[config.mk]
export PLATFORM = sky130hd
export DESIGN_NAME = legendre_poly_and_derivative_top
export DESIGN_NICKNAME = d
export VERILOG_FILES = /design/src/design/ldp_pkg.sv /design/src/design/ldp_div.sv /design/src/design/ldp_dpath.sv /design/src/design/ldp_ctrl.sv /design/src/design/legendre_poly_and_derivative_top.sv
export SDC_FILE = /design/constraint.sdc
export NUM_CORES = 2
export LEC_CHECK = 0
export ABC_CLOCK_PERIOD_IN_PS = 16100
export BUFFER_PORTS_ARGS = -buffer_cell sky130_fd_sc_hd__buf_2
export CORE_AREA = 2 2 489 491
export DETAILED_ROUTE_END_ITERATION = 12
export DIE_AREA = 0 0 491 493
export GPL_TIMING_DRIVEN = 0
export PLACE_DENSITY_LB_ADDON = 0.1
export SYNTH_ARGS = -nofsm -noshare
export SYNTH_HDL_FRONTEND = slang
export SYNTH_HIERARCHICAL = 1
export SYNTH_SLANG_ARGS = --single-unit
[constraint.sdc]
create_clock -name clk -period 16.1 [get_ports clk]
set_clock_uncertainty 0.2 [all_clocks]
set_input_delay 3.22 -clock clk [delete_from_list [all_inputs] [get_ports clk]]
set_output_delay 3.22 -clock clk [all_outputs]
set_load 0.01 [all_outputs]
[src/design/ldp_pkg.sv]
// ----------------------------------------------------------------------------
// ldp_pkg
// shared types and constants for the legendre polynomial evaluator
// ----------------------------------------------------------------------------
`default_nettype none

package ldp_pkg;

	// order register
	localparam int unsigned ORDER_W = 5;
	localparam logic [ORDER_W-1:0] ORDER_RESET = 5'd4;

	// quotient bits resolved by the divider in one cycle
	localparam int unsigned DIV_BITS_PER_CYCLE = 4;

	// commands from the controller to the datapath
	typedef struct packed {
		logic load;       // capture point and seed the recurrence
		logic mul_deriv;  // multiplier operand: 1 = d1, 0 = p1
		logic acc_poly;   // form polynomial numerator
		logic acc_deriv;  // form derivative numerator
		logic div_start;  // launch both dividers
		logic update;     // shift in the new recurrence terms
		logic out_load;   // capture result word
	} ldp_cmd_t;

	// status from the datapath to the controller
	typedef struct packed {
		logic div_done;
	} ldp_sts_t;

endpackage

`default_nettype wire

[src/design/ldp_div.sv]
// ----------------------------------------------------------------------------
// ldp_div
// unsigned long divider by a small divisor, several quotient bits per cycle
// ----------------------------------------------------------------------------
`default_nettype none

module ldp_div
	import ldp_pkg::*;
#(
	parameter int unsigned WIDTH = 29,
	parameter int unsigned DVW   = 5
) (
	input  wire logic             clk,
	input  wire logic             arst_n,
	input  wire logic             start,
	input  wire logic [WIDTH-1:0] dividend,
	input  wire logic [DVW-1:0]   divisor,
	output logic      [WIDTH-1:0] quotient,
	output logic                  done
);

	localparam int unsigned STEPS = (WIDTH + DIV_BITS_PER_CYCLE - 1) / DIV_BITS_PER_CYCLE;
	localparam int unsigned PW    = STEPS * DIV_BITS_PER_CYCLE;
	localparam int unsigned CNT_W = (STEPS > 1) ? $clog2(STEPS) : 1;

	logic [PW-1:0]    work_q;
	logic [DVW-1:0]   rem_q;
	logic [DVW-1:0]   dvs_q;
	logic [CNT_W-1:0] cnt_q;
	logic             busy_q;
	logic             done_q;

	logic [PW-1:0]    work_nxt;
	logic [DVW-1:0]   rem_nxt;
	logic             last;

	// restoring division, msb first; quotient bits shift in at the bottom
	always_comb begin
		logic [PW-1:0] w;
		logic [DVW:0]  t;
		logic [DVW-1:0] r;
		w = work_q;
		r = rem_q;
		for (int k = 0; k < DIV_BITS_PER_CYCLE; k++) begin
			t = {r, w[PW-1]};
			w = {w[PW-2:0], 1'b0};
			if (t >= {1'b0, dvs_q}) begin
				t = t - {1'b0, dvs_q};
				w[0] = 1'b1;
			end
			r = t[DVW-1:0];
		end
		work_nxt = w;
		rem_nxt  = r;
	end

	assign last = (cnt_q == CNT_W'(STEPS - 1));

	always_ff @(posedge clk or negedge arst_n) begin
		if (!arst_n) begin
			busy_q <= 1'b0;
			done_q <= 1'b0;
			cnt_q  <= '0;
		end else begin
			done_q <= busy_q && last;
			if (start) begin
				busy_q <= 1'b1;
				cnt_q  <= '0;
			end else if (busy_q) begin
				cnt_q <= cnt_q + CNT_W'(1);
				if (last) begin
					busy_q <= 1'b0;
				end
			end
		end
	end

	always_ff @(posedge clk) begin
		if (start) begin
			work_q <= PW'(dividend);
			rem_q  <= '0;
			dvs_q  <= divisor;
		end else if (busy_q) begin
			work_q <= work_nxt;
			rem_q  <= rem_nxt;
		end
	end

	assign quotient = work_q[WIDTH-1:0];
	assign done     = done_q;

endmodule

`default_nettype wire

[src/design/ldp_dpath.sv]
// ----------------------------------------------------------------------------
// ldp_dpath
// recurrence registers, shared multiplier, numerator accumulation, dividers
// ----------------------------------------------------------------------------
`default_nettype none

module ldp_dpath
	import ldp_pkg::*;
#(
	parameter int unsigned MAX_ORDER = 16,
	parameter int unsigned FRAC_BITS = 16,
	localparam int unsigned XW   = FRAC_BITS + 2,
	localparam int unsigned DMAX = MAX_ORDER * (MAX_ORDER + 1) / 2,
	localparam int unsigned DW   = $clog2(DMAX + 1) + FRAC_BITS + 1,
	localparam int unsigned IW   = $clog2(MAX_ORDER + 1)
) (
	input  wire logic                 clk,
	input  wire logic                 arst_n,
	input  wire ldp_cmd_t             cmd,
	input  wire logic        [IW-1:0] step_idx,
	output ldp_sts_t                  sts,
	input  wire logic signed [XW-1:0] point,
	output logic signed      [XW-1:0] poly_value,
	output logic signed      [DW-1:0] deriv_value
);

	localparam int unsigned CW  = IW + 1;
	localparam int unsigned NW  = 2 * FRAC_BITS + $clog2(3 * MAX_ORDER * (DMAX + 1)) + 1;
	localparam int unsigned QW  = NW - 1 - FRAC_BITS;
	localparam int unsigned PRW = XW + DW;

	localparam logic signed [XW-1:0] ONE_X = XW'(1) << FRAC_BITS;
	localparam logic [QW-1:0] PLIM = QW'(1) << FRAC_BITS;
	localparam logic [QW-1:0] DLIM = QW'(DMAX) << FRAC_BITS;

	logic signed [XW-1:0]  x_q, p0_q, p1_q;
	logic signed [DW-1:0]  d0_q, d1_q;
	logic signed [PRW-1:0] prod_q;
	logic signed [NW-1:0]  num_p_q, num_d_q;
	logic                  neg_p_q, neg_d_q;
	logic signed [XW-1:0]  poly_q;
	logic signed [DW-1:0]  deriv_q;

	logic signed [XW-1:0]  x_clamp;
	logic signed [DW-1:0]  mul_opnd;
	logic signed [NW-1:0]  prod_x;
	logic        [CW-1:0]  c1, c0;
	logic signed [CW:0]    c1_s, c0_s;
	logic        [NW-1:0]  mag_p, mag_d;
	logic        [QW-1:0]  q_p, q_d, qm_p, qm_d;
	logic signed [XW-1:0]  pv, p_new;
	logic signed [DW-1:0]  dv, d_new;
	logic                  done_p, done_d;

	// saturate x to [-1, 1]
	always_comb begin
		priority if (point > ONE_X) begin
			x_clamp = ONE_X;
		end else if (point < -ONE_X) begin
			x_clamp = -ONE_X;
		end else begin
			x_clamp = point;
		end
	end

	assign mul_opnd = cmd.mul_deriv ? d1_q : DW'(p1_q);
	assign prod_x   = NW'(prod_q);

	// coefficients 2i-1 and i-1
	assign c1   = {step_idx, 1'b0} - CW'(1);
	assign c0   = CW'(step_idx) - CW'(1);
	assign c1_s = $signed({1'b0, c1});
	assign c0_s = $signed({1'b0, c0});

	// magnitudes with the fraction scale dropped; floor of floor keeps truncation
	assign mag_p = num_p_q[NW-1] ? NW'(-num_p_q) : NW'(num_p_q);
	assign mag_d = num_d_q[NW-1] ? NW'(-num_d_q) : NW'(num_d_q);

	ldp_div #(
		.WIDTH (QW),
		.DVW   (IW)
	) u_div_p (
		.clk      (clk),
		.arst_n   (arst_n),
		.start    (cmd.div_start),
		.dividend (mag_p[NW-2:FRAC_BITS]),
		.divisor  (step_idx),
		.quotient (q_p),
		.done     (done_p)
	);

	ldp_div #(
		.WIDTH (QW),
		.DVW   (IW)
	) u_div_d (
		.clk      (clk),
		.arst_n   (arst_n),
		.start    (cmd.div_start),
		.dividend (mag_d[NW-2:FRAC_BITS]),
		.divisor  (step_idx),
		.quotient (q_d),
		.done     (done_d)
	);

	// both lanes run in lockstep
	assign sts.div_done = done_p & done_d;

	// saturate to the function bounds and restore the sign
	assign qm_p  = (q_p > PLIM) ? PLIM : q_p;
	assign qm_d  = (q_d > DLIM) ? DLIM : q_d;
	assign pv    = XW'(qm_p);
	assign dv    = DW'(qm_d);
	assign p_new = neg_p_q ? -pv : pv;
	assign d_new = neg_d_q ? -dv : dv;

	always_ff @(posedge clk) begin
		prod_q <= x_q * mul_opnd;
		if (cmd.load) begin
			x_q  <= x_clamp;
			p0_q <= ONE_X;
			p1_q <= x_clamp;
			d0_q <= '0;
			d1_q <= DW'(ONE_X);
		end else if (cmd.update) begin
			p0_q <= p1_q;
			p1_q <= p_new;
			d0_q <= d1_q;
			d1_q <= d_new;
		end
		if (cmd.acc_poly) begin
			num_p_q <= c1_s * prod_x - c0_s * (NW'(p0_q) <<< FRAC_BITS);
		end
		if (cmd.acc_deriv) begin
			num_d_q <= c1_s * ((NW'(p1_q) <<< FRAC_BITS) + prod_x)
				- c0_s * (NW'(d0_q) <<< FRAC_BITS);
		end
		if (cmd.div_start) begin
			neg_p_q <= num_p_q[NW-1];
			neg_d_q <= num_d_q[NW-1];
		end
		if (cmd.out_load) begin
			poly_q  <= p1_q;
			deriv_q <= d1_q;
		end
	end

	assign poly_value  = poly_q;
	assign deriv_value = deriv_q;

endmodule

`default_nettype wire

[src/design/ldp_ctrl.sv]
// ----------------------------------------------------------------------------
// ldp_ctrl
// sequencer for the recurrence steps, order register and handshakes
// ----------------------------------------------------------------------------
`default_nettype none

module ldp_ctrl
	import ldp_pkg::*;
#(
	parameter int unsigned MAX_ORDER = 16,
	localparam int unsigned IW = $clog2(MAX_ORDER + 1)
) (
	input  wire logic               clk,
	input  wire logic               arst_n,
	input  wire logic               cfg_we,
	input  wire logic [ORDER_W-1:0] cfg_wdata,
	input  wire logic               in_valid,
	output logic                    in_stall,
	output logic                    out_valid,
	input  wire logic               out_stall,
	output ldp_cmd_t                cmd,
	output logic         [IW-1:0]   step_idx,
	input  wire ldp_sts_t           sts
);

	localparam int unsigned CMP_W = (IW > ORDER_W) ? IW : ORDER_W;

	typedef enum logic [6:0] {
		S_IDLE     = 7'b0000001,
		S_MUL_P    = 7'b0000010,
		S_MUL_D    = 7'b0000100,
		S_ACC_D    = 7'b0001000,
		S_DIV_GO   = 7'b0010000,
		S_DIV_WAIT = 7'b0100000,
		S_FINISH   = 7'b1000000
	} state_t;

	state_t             state_q, state_nxt;
	logic [ORDER_W-1:0] order_q;
	logic [IW-1:0]      idx_q;
	logic [IW-1:0]      n_eff;
	logic               out_valid_q;
	logic               in_acc;
	logic               out_free;

	always_comb begin
		priority if (order_q == '0) begin
			n_eff = IW'(1);
		end else if (CMP_W'(order_q) > CMP_W'(MAX_ORDER)) begin
			n_eff = IW'(MAX_ORDER);
		end else begin
			n_eff = IW'(order_q);
		end
	end

	assign in_stall = (state_q != S_IDLE);
	assign in_acc   = in_valid && !in_stall;
	assign out_free = !out_valid_q || !out_stall;

	always_comb begin
		cmd       = '0;
		state_nxt = state_q;
		unique case (state_q)
			S_IDLE: begin
				if (in_acc) begin
					cmd.load  = 1'b1;
					state_nxt = (n_eff == IW'(1)) ? S_FINISH : S_MUL_P;
				end
			end
			S_MUL_P: begin
				state_nxt = S_MUL_D;
			end
			S_MUL_D: begin
				cmd.acc_poly  = 1'b1;
				cmd.mul_deriv = 1'b1;
				state_nxt     = S_ACC_D;
			end
			S_ACC_D: begin
				cmd.acc_deriv = 1'b1;
				state_nxt     = S_DIV_GO;
			end
			S_DIV_GO: begin
				cmd.div_start = 1'b1;
				state_nxt     = S_DIV_WAIT;
			end
			S_DIV_WAIT: begin
				if (sts.div_done) begin
					cmd.update = 1'b1;
					state_nxt  = (idx_q == n_eff) ? S_FINISH : S_MUL_P;
				end
			end
			S_FINISH: begin
				// hold until the output word slot frees up
				if (out_free) begin
					cmd.out_load = 1'b1;
					state_nxt    = S_IDLE;
				end
			end
			default: begin
				state_nxt = S_IDLE;
			end
		endcase
	end

	always_ff @(posedge clk or negedge arst_n) begin
		if (!arst_n) begin
			state_q     <= S_IDLE;
			order_q     <= ORDER_RESET;
			idx_q       <= IW'(2);
			out_valid_q <= 1'b0;
		end else begin
			state_q <= state_nxt;
			if (cfg_we) begin
				order_q <= cfg_wdata;
			end
			if (cmd.load) begin
				idx_q <= IW'(2);
			end else if (cmd.update) begin
				idx_q <= idx_q + IW'(1);
			end
			if (cmd.out_load) begin
				out_valid_q <= 1'b1;
			end else if (!out_stall) begin
				out_valid_q <= 1'b0;
			end
		end
	end

	assign out_valid = out_valid_q;
	assign step_idx  = idx_q;

endmodule

`default_nettype wire

[src/design/legendre_poly_and_derivative_top.sv]
// ----------------------------------------------------------------------------
// legendre_poly_and_derivative_top
// returns P_n(x) and P_n'(x) by the three-term recurrence, n from a register
// ----------------------------------------------------------------------------
// input channel carries one word: point x, signed, FRAC_BITS fraction bits,
//   saturated to [-1, 1]. output channel carries poly_value and deriv_value.
// both channels: a word moves on a clock edge with valid high and stall low.
// cfg_we writes cfg_wdata into the order register (reset value 4); order 0
//   acts as 1 and orders above MAX_ORDER act as MAX_ORDER. write only when idle.
// each recurrence index steps through S_MUL_P, S_MUL_D, S_ACC_D, S_DIV_GO and
//   S_DIV_WAIT: two passes through the shared multiplier, one accumulate, one
//   divider launch, and the long division by i at four bits per cycle, whose
//   dividend is the QW-bit numerator magnitude.
// one point is in flight at a time; in_stall is low only while idle.
// the finished word sits in an output register, so the next point is taken
//   while it waits; a stalled receiver holds the word and, once another
//   result is done, holds the block in its final state.
// reset clears the sequencer and output valid and reloads order with 4.
// ----------------------------------------------------------------------------
`default_nettype none

module legendre_poly_and_derivative_top
	import ldp_pkg::*;
#(
	parameter int unsigned MAX_ORDER = 16,
	parameter int unsigned FRAC_BITS = 16,
	localparam int unsigned XW   = FRAC_BITS + 2,
	localparam int unsigned DMAX = MAX_ORDER * (MAX_ORDER + 1) / 2,
	localparam int unsigned DW   = $clog2(DMAX + 1) + FRAC_BITS + 1
) (
	input  wire logic                      clk,
	input  wire logic                      arst_n,
	input  wire logic                      cfg_we,
	input  wire logic        [ORDER_W-1:0] cfg_wdata,
	input  wire logic                      in_valid,
	output logic                           in_stall,
	input  wire logic signed [XW-1:0]      point,
	output logic                           out_valid,
	input  wire logic                      out_stall,
	output logic signed      [XW-1:0]      poly_value,
	output logic signed      [DW-1:0]      deriv_value
);

	localparam int unsigned IW = $clog2(MAX_ORDER + 1);

	ldp_cmd_t      cmd;
	ldp_sts_t      sts;
	logic [IW-1:0] step_idx;

	ldp_ctrl #(
		.MAX_ORDER (MAX_ORDER)
	) u_ctrl (
		.clk       (clk),
		.arst_n    (arst_n),
		.cfg_we    (cfg_we),
		.cfg_wdata (cfg_wdata),
		.in_valid  (in_valid),
		.in_stall  (in_stall),
		.out_valid (out_valid),
		.out_stall (out_stall),
		.cmd       (cmd),
		.step_idx  (step_idx),
		.sts       (sts)
	);

	ldp_dpath #(
		.MAX_ORDER (MAX_ORDER),
		.FRAC_BITS (FRAC_BITS)
	) u_dpath (
		.clk         (clk),
		.arst_n      (arst_n),
		.cmd         (cmd),
		.step_idx    (step_idx),
		.sts         (sts),
		.point       (point),
		.poly_value  (poly_value),
		.deriv_value (deriv_value)
	);

endmodule

`default_nettype wire

# Word-level counts from Yosys, hierarchy flattened
# Cells that the tools add are included.
# classes
eq_ne	16
n_addsub	20
order_cmp	13
mux	62
mul	5
n_reduce_logical	12
bitwise_logic	1
# ops
cell	count
$mux 29	4
$mux 18	6
$sub 46x46->46	2
$mux 45	2
$neg 45->45	2
$mux 25	3
$mux 5	12
$pmux 7 s7	1
$ge 6x5->1	8
$mul 7x43->46	1
$mul 7x46->46	1
$add 34x43->44	1
$mul 18x25->43	1
$sub 5x5->5	8
$mux 7	5
$mul 7x25->30	1
$gt 29x17->1 const B	1
$gt 29x24->1 const B	1
$mul 7x18->25	1
$neg 25->25	1
$mux 1	24
$gt 18x18->1 const B	1
$lt 18x17->1 const B	1
$neg 18->18	1
27 further kinds	40
# totals
out_inout_bits	45
wordCells	158
ff_bits	391
in_bits	28

# Depth between registers and ports, before layout
# logic_depth
depth_word	10
depth_mapped	43
depth_no_buf	39

# Hierarchy
# The synthesis kept the hierarchy.
# by_module_without_submodules
mod	area_each_um2	instances	cells_each
ldp_dpath	51693.3	1	5569
ldp_div	3156.8	2	268
ldp_ctrl	1037.2	1	103

# Least setup slack after synthesis
# Ideal clock, no wire load.
# synth_path
kind	reg2reg
startpoint	register u_ctrl.state_q[5]
endpoint	register u_dpath.prod_q[41]
t_arrival_ps	13214
path_stages_with_launch	32
n_path_buf	4
required_ps	15779
setup_ps	121
slack_ps	2564
path_cell_list	dfrtp_1 > or4_4 > nor4b_1 > buf_4 > clkbuf_1 > buf_1 > nand2_1 > nand2_1 > clkbuf_1 > nand2_1 > fa_1 > inv_1 > fa_1 > inv_1 > fa_1 > fa_1 > fa_1 > inv_1 > fa_1 > ha_1 > a21o_1 > a21o_1 > a21o_1 > a21o_1 > a21o_1 > a21oi_1 > o31ai_1 > a311oi_1 > a21oi_1 > o31ai_1 > mux2i_1 > nand2_1
# synth_rtl
item	line	text
start, declared	ldp_ctrl.sv:38	state_t state_q, state_nxt;
start signal, assigned	ldp_ctrl.sv:112	state_q <= state_nxt;
end signal, assigned	ldp_dpath.sv:117	prod_q <= x_q * mul_opnd;
end, declared	ldp_dpath.sv:38	logic signed [PRW-1:0] prod_q;

# Worst setup path in the final report
# layout_path
startpoint	register u_ctrl.idx_q[0] (netlist: u_ctrl/step_idx[0])
endpoint	register u_dpath.num_d_q[45], data pin
# layout_via
elab_chain_len	3
elab_cells_between_ends	5
# layout_lines
item	line	text
start, declared	ldp_ctrl.sv:40	logic [IW-1:0] idx_q;
start signal, assigned	ldp_ctrl.sv:119	idx_q <= idx_q + IW'(1);
$sub 6x1->6 / $sub 5x1->6 (equally long branches)	ldp_dpath.sv:70, ldp_dpath.sv:71	
$mul 7x46->46 / $mul 7x25->30 (equally long branches)	ldp_dpath.sv:134, ldp_dpath.sv:135	
$sub 46x46->46 (*)	ldp_dpath.sv:135	- c0_s * (NW'(d0_q) <<< FRAC_BITS);
end signal, assigned	ldp_dpath.sv:134	num_d_q <= c1_s * ((NW'(p1_q) <<< FRAC_BITS) + prod_x)
end, declared	ldp_dpath.sv:39	logic signed [NW-1:0] num_p_q, num_d_q;
# Mark *: on every way between the ends. The rest lies on a longest branch, timed or not.
# A chain may end at the register's enable or synchronous reset.

==> results.toml <==
[status]
outcome = "finished, final reports clean"

[sta]
slew_viol_final = 0
rsz0062_at_grt = "no"
finalHoldViolCount = 0
min_period_over_period_pct = 96.02
setup_viol = 0
fmax_ghz = 0.06469
setup_slack_ps = 641.4
worst_slew_pin_slew_ps = 1417
finalCriticalPeriod_ps = 15460
relSlewSlack_pct = 4.830

[floorplan]
initial_core_util_pct = 24.92
dieHeight_um = 493
die_x_um = 491
coreArea_um2 = 237000
fp.dieArea_um2 = 242100
ios = 73
rows = 179

[critical_path]
worst_ep_required_time_ps = 16290
slowest_stage = "o311ai_0"
path_class = "reg2reg"
end_kind = "flip-flop"
slowest_delay_ps = 1130
cp.arrival_ps = 15650
critPathMaxFanout = 14
crit_path_start_kind = "flip-flop"

[placed_design]
finalWeightedCongestion = 0.8440
placed_cell_area_um2 = 63580
dp_hpwl_um = 182700
placement.io_buffers = 72
dp_slack_ps = 228.8

[global_route]
grt_overflow = 0
grt_pass1_wl_um = 318100
grt_use_total_pct = 17.85
grt_max_degree = 32
antenna_found_initial = 31
grt_pass1_vias = 45660

[clocking]
cts_setup_buffers = 0
tritoncts = "built"
cts_max_level = 2
cts_buffers = 54
clock_latency_ps = 710
cts_buffer_depth = 3
ctsHoldBuffers = 0
clock_sinks = 396
clkTransAtPathRegs_ps = 60
clockRootBuffer = "clkbuf_16"

[synthesis]
yosys.area_share.adder_pct = 42.00
synth_seq_cells = 396
synth_compound_area_share_pct = 7.930
synth_xor_area_share_pct = 4.675
synth_ff_type = "edfxtp_1"
ys_warn_count = 6
ys_types = 100
synthArstFlopShare_pct = 7.071
yosys-mux-area-fraction_pct = 2.886
synthCells = 6208
synth_edf_count = 241
synth.yosys.seq_area_share_pct = 17.76
yosys.area_share.simple_pct = 15.13
synth_top_family_by_area = "adder cells"
syn_area_per_cell_um2 = 9.511
synth_area_um2 = 59040
synth_nets = 7635

[routing]
drt-total-wl_um = 216000
num_vias = 42780
ant_nets = 0
viasPerCell = 4.468
wl_per_cell_um = 22.56
drt_iter0_markers = 2437
drt_pass1_iterations = 5
drcViolationCount = 0

[pwr]
p_total_mw = 2.354
combPwrFrac_pct = 0.6
power.internal_mw = 1.789
clkPwrFrac_pct = 54.0
peakVddDrop_uv = 83.53
leakagePower_nw = 29.30
p_seq_share_pct = 45.4
p_switching_uw = 565.2
power_density_nw_per_um2 = 35.94
switching_share_pct = 24.01

[layout]
regArea_um2 = 10480
final_layout_size_suffix_gt1_share_pct = 6.755
post-route-util_pct = 27.64
fillers = 25590
syn2layout_area_growth_pct = 10.93
final_nets = 7776
multiInputGateArea_um2 = 42940
design_area_um2 = 65500

[hold_path]
hold_path_class = "reg2reg"

[run]
maxCapViolations = 0
==> cell type report <==
class	instances	area share [%]
flip-flops and latches	396	16.01
multi-input cells	4377	65.56
plain buffers	253	1.897
clock buffers	62	2.189
diodes	11	0.04202
well taps	3167	6.050
inverters	1182	6.774
clock inverters	40	0.6514
repair buffers	85	0.8348
==> synthesized netlist by cell type (7+ instances only) <==
| master | number | area share [%] |
|---|---|---|
| nand3_1 | 62 | 0.53 |
| a21boi_0 | 10 | 0.13 |
| or2_2 | 25 | 0.26 |
| a211o_1 | 13 | 0.19 |
| buf_4 | 61 | 0.78 |
| or4_4 | 10 | 0.19 |
| a211oi_1 | 34 | 0.43 |
| nand3b_1 | 8 | 0.10 |
| nor2_1 | 428 | 2.7 |
| nor4_1 | 24 | 0.25 |
| or3_1 | 36 | 0.38 |
| dfxtp_1 | 127 | 4.3 |
| mux2_2 | 86 | 1.6 |
| nand4_1 | 19 | 0.20 |
| a21oi_1 | 189 | 1.6 |
| ha_1 | 427 | 9.0 |
| nor3_1 | 45 | 0.38 |
| o2111ai_1 | 7 | 0.10 |
| edfxtp_1 | 241 | 12 |
| nand2b_1 | 71 | 0.75 |
| xnor2_1 | 244 | 3.6 |
| buf_1 | 19 | 0.12 |
| dfrtp_1 | 25 | 1.1 |
| inv_1 | 1180 | 7.5 |
| o211ai_1 | 13 | 0.17 |
| fa_1 | 972 | 33 |
| o21bai_1 | 22 | 0.28 |
| and2_1 | 326 | 3.5 |
| nor2b_1 | 116 | 1.2 |
| mux2i_1 | 69 | 1.2 |
| or4_1 | 16 | 0.20 |
| o21a_1 | 27 | 0.34 |
| clkbuf_1 | 163 | 1.0 |
| buf_6 | 8 | 0.15 |
| o21ai_0 | 140 | 1.2 |
| a21o_1 | 107 | 1.4 |
| and3_1 | 16 | 0.17 |
| o31ai_1 | 36 | 0.46 |
| a22o_1 | 9 | 0.13 |
| xor2_1 | 66 | 0.98 |
| a31oi_1 | 20 | 0.21 |
| nand2_1 | 548 | 3.5 |
==> kinds of logic (layout without fill, tap and decap cells) <==
group,count (synthesis),in the layout
AND/OR/NAND/NOR,1800,1800
AO/OA/AOI/OAI,709,709
adder cells (fa/ha/maj),1399,1399
flip-flops,396,396
buffers and inverters,1435,1622
other,0,11
multiplexers,157,157
XOR/XNOR,312,312
==> metrics by stage <==
| stage | std cells | TNS [ps] | hold slack (ps) |
|---|---|---|---|
| global placement | 9447 | -48260 | 279.8 |
| global route | 9563 | 0 | 332.0 |
| floorplan | 6208 | 0 | 240.9 |
| detailed placement | 9459 | 0 | 279.4 |
| finish | 9573 | 0 | 293.9 |
| CTS | 9561 | 0 | 297.1 |
==> worst max-delay path, delay by kind of cell (launching register included) <==
family	cells	cell delay (ps)
AND/OR/NAND/NOR	2	890
adder cells (fa/ha/maj)	10	4100
AO/OA/AOI/OAI	9	2820
buffers and inverters	9	3820
flip-flops	1	920
XOR/XNOR	10	2330
==> flip-flops by register name, indices dropped and copies added (netlist names), 18 cells and up <==
register / flops
u_dpath/prod_q: 43
u_dpath/u_div_p/work_q: 32
u_dpath/u_div_d/work_q: 32
u_dpath/poly_value: 18
u_dpath/d0_q: 25
u_dpath/p1_q: 18
u_dpath/p0_q: 18
u_dpath/num_p_q: 46
u_dpath/x_q: 18
u_dpath/num_d_q: 46
u_dpath/deriv_value: 25
u_dpath/d1_q: 25
==> layer usage <==
layer | wire [µm] | up-vias | global-route usage, %
li1 | - | 19830 | -
met1 | 101700 | 22170 | 24.87
met2 | 102600 | 651 | 30.07
met3 | 7727 | 126 | 1.746
met4 | 3974 | 2 | 3.512
met5 | 13 | - | 0
==> path summary, 6_finish.rpt <==
check,startpoint,endpoint,slack (ps),depth (start not counted)
hold reg to reg,u_dpath/u_div_d/work_q[31],u_dpath/u_div_d/work_q[31],290,2
max in group asynchronous,arst_n,u_dpath/u_div_d/busy_q,12870,1
hold / removal,u_dpath/u_div_d/work_q[31],u_dpath/u_div_d/work_q[31],290,2
min in group asynchronous,arst_n,u_dpath/u_div_d/cnt_q[2],2360,1
setup reg to reg,u_ctrl/step_idx[0],u_dpath/num_d_q[45],640,40
setup / recovery,u_ctrl/step_idx[0],u_dpath/num_d_q[45],640,40
==> cell usage in the layout (no fill, tap or decap), drive strengths merged, types with 42 or more instances in the layout <==
| cell type | count |
|---|---|
| inv | 1185 |
| and2 | 326 |
| buf | 175 |
| clkbuf | 225 |
| nor2b | 116 |
| edfxtp | 241 |
| nor2 | 428 |
| a21oi | 189 |
| mux2 | 86 |
| nor3 | 46 |
| xor2 | 66 |
| nand3 | 66 |
| fa | 972 |
| ha | 427 |
| xnor2 | 244 |
| mux2i | 71 |
| o21ai | 146 |
| or3 | 42 |
| nand2b | 73 |
| nand2 | 548 |
| a21o | 109 |
| dfxtp | 127 |
==> power groups by stage <==
stage          registers, mW  logic [mW]  clock network (mW)
3_3_place_gp            1.09      0.0143                   0
5_1_grt                 1.07      0.0158                1.36
2_1_floorplan           1.09     0.00603                   0
4_1_cts                 1.07      0.0146                1.33
6_report                1.07      0.0142                1.27
3_5_place_dp            1.09      0.0143                   0
==> timing repair <==
item	in CTS	in global routing
gates resized for setup	0	1
endpoints found under the hold margin	0	0
endpoints found under the setup margin	0	3
(Power assumes the default switching activity.)
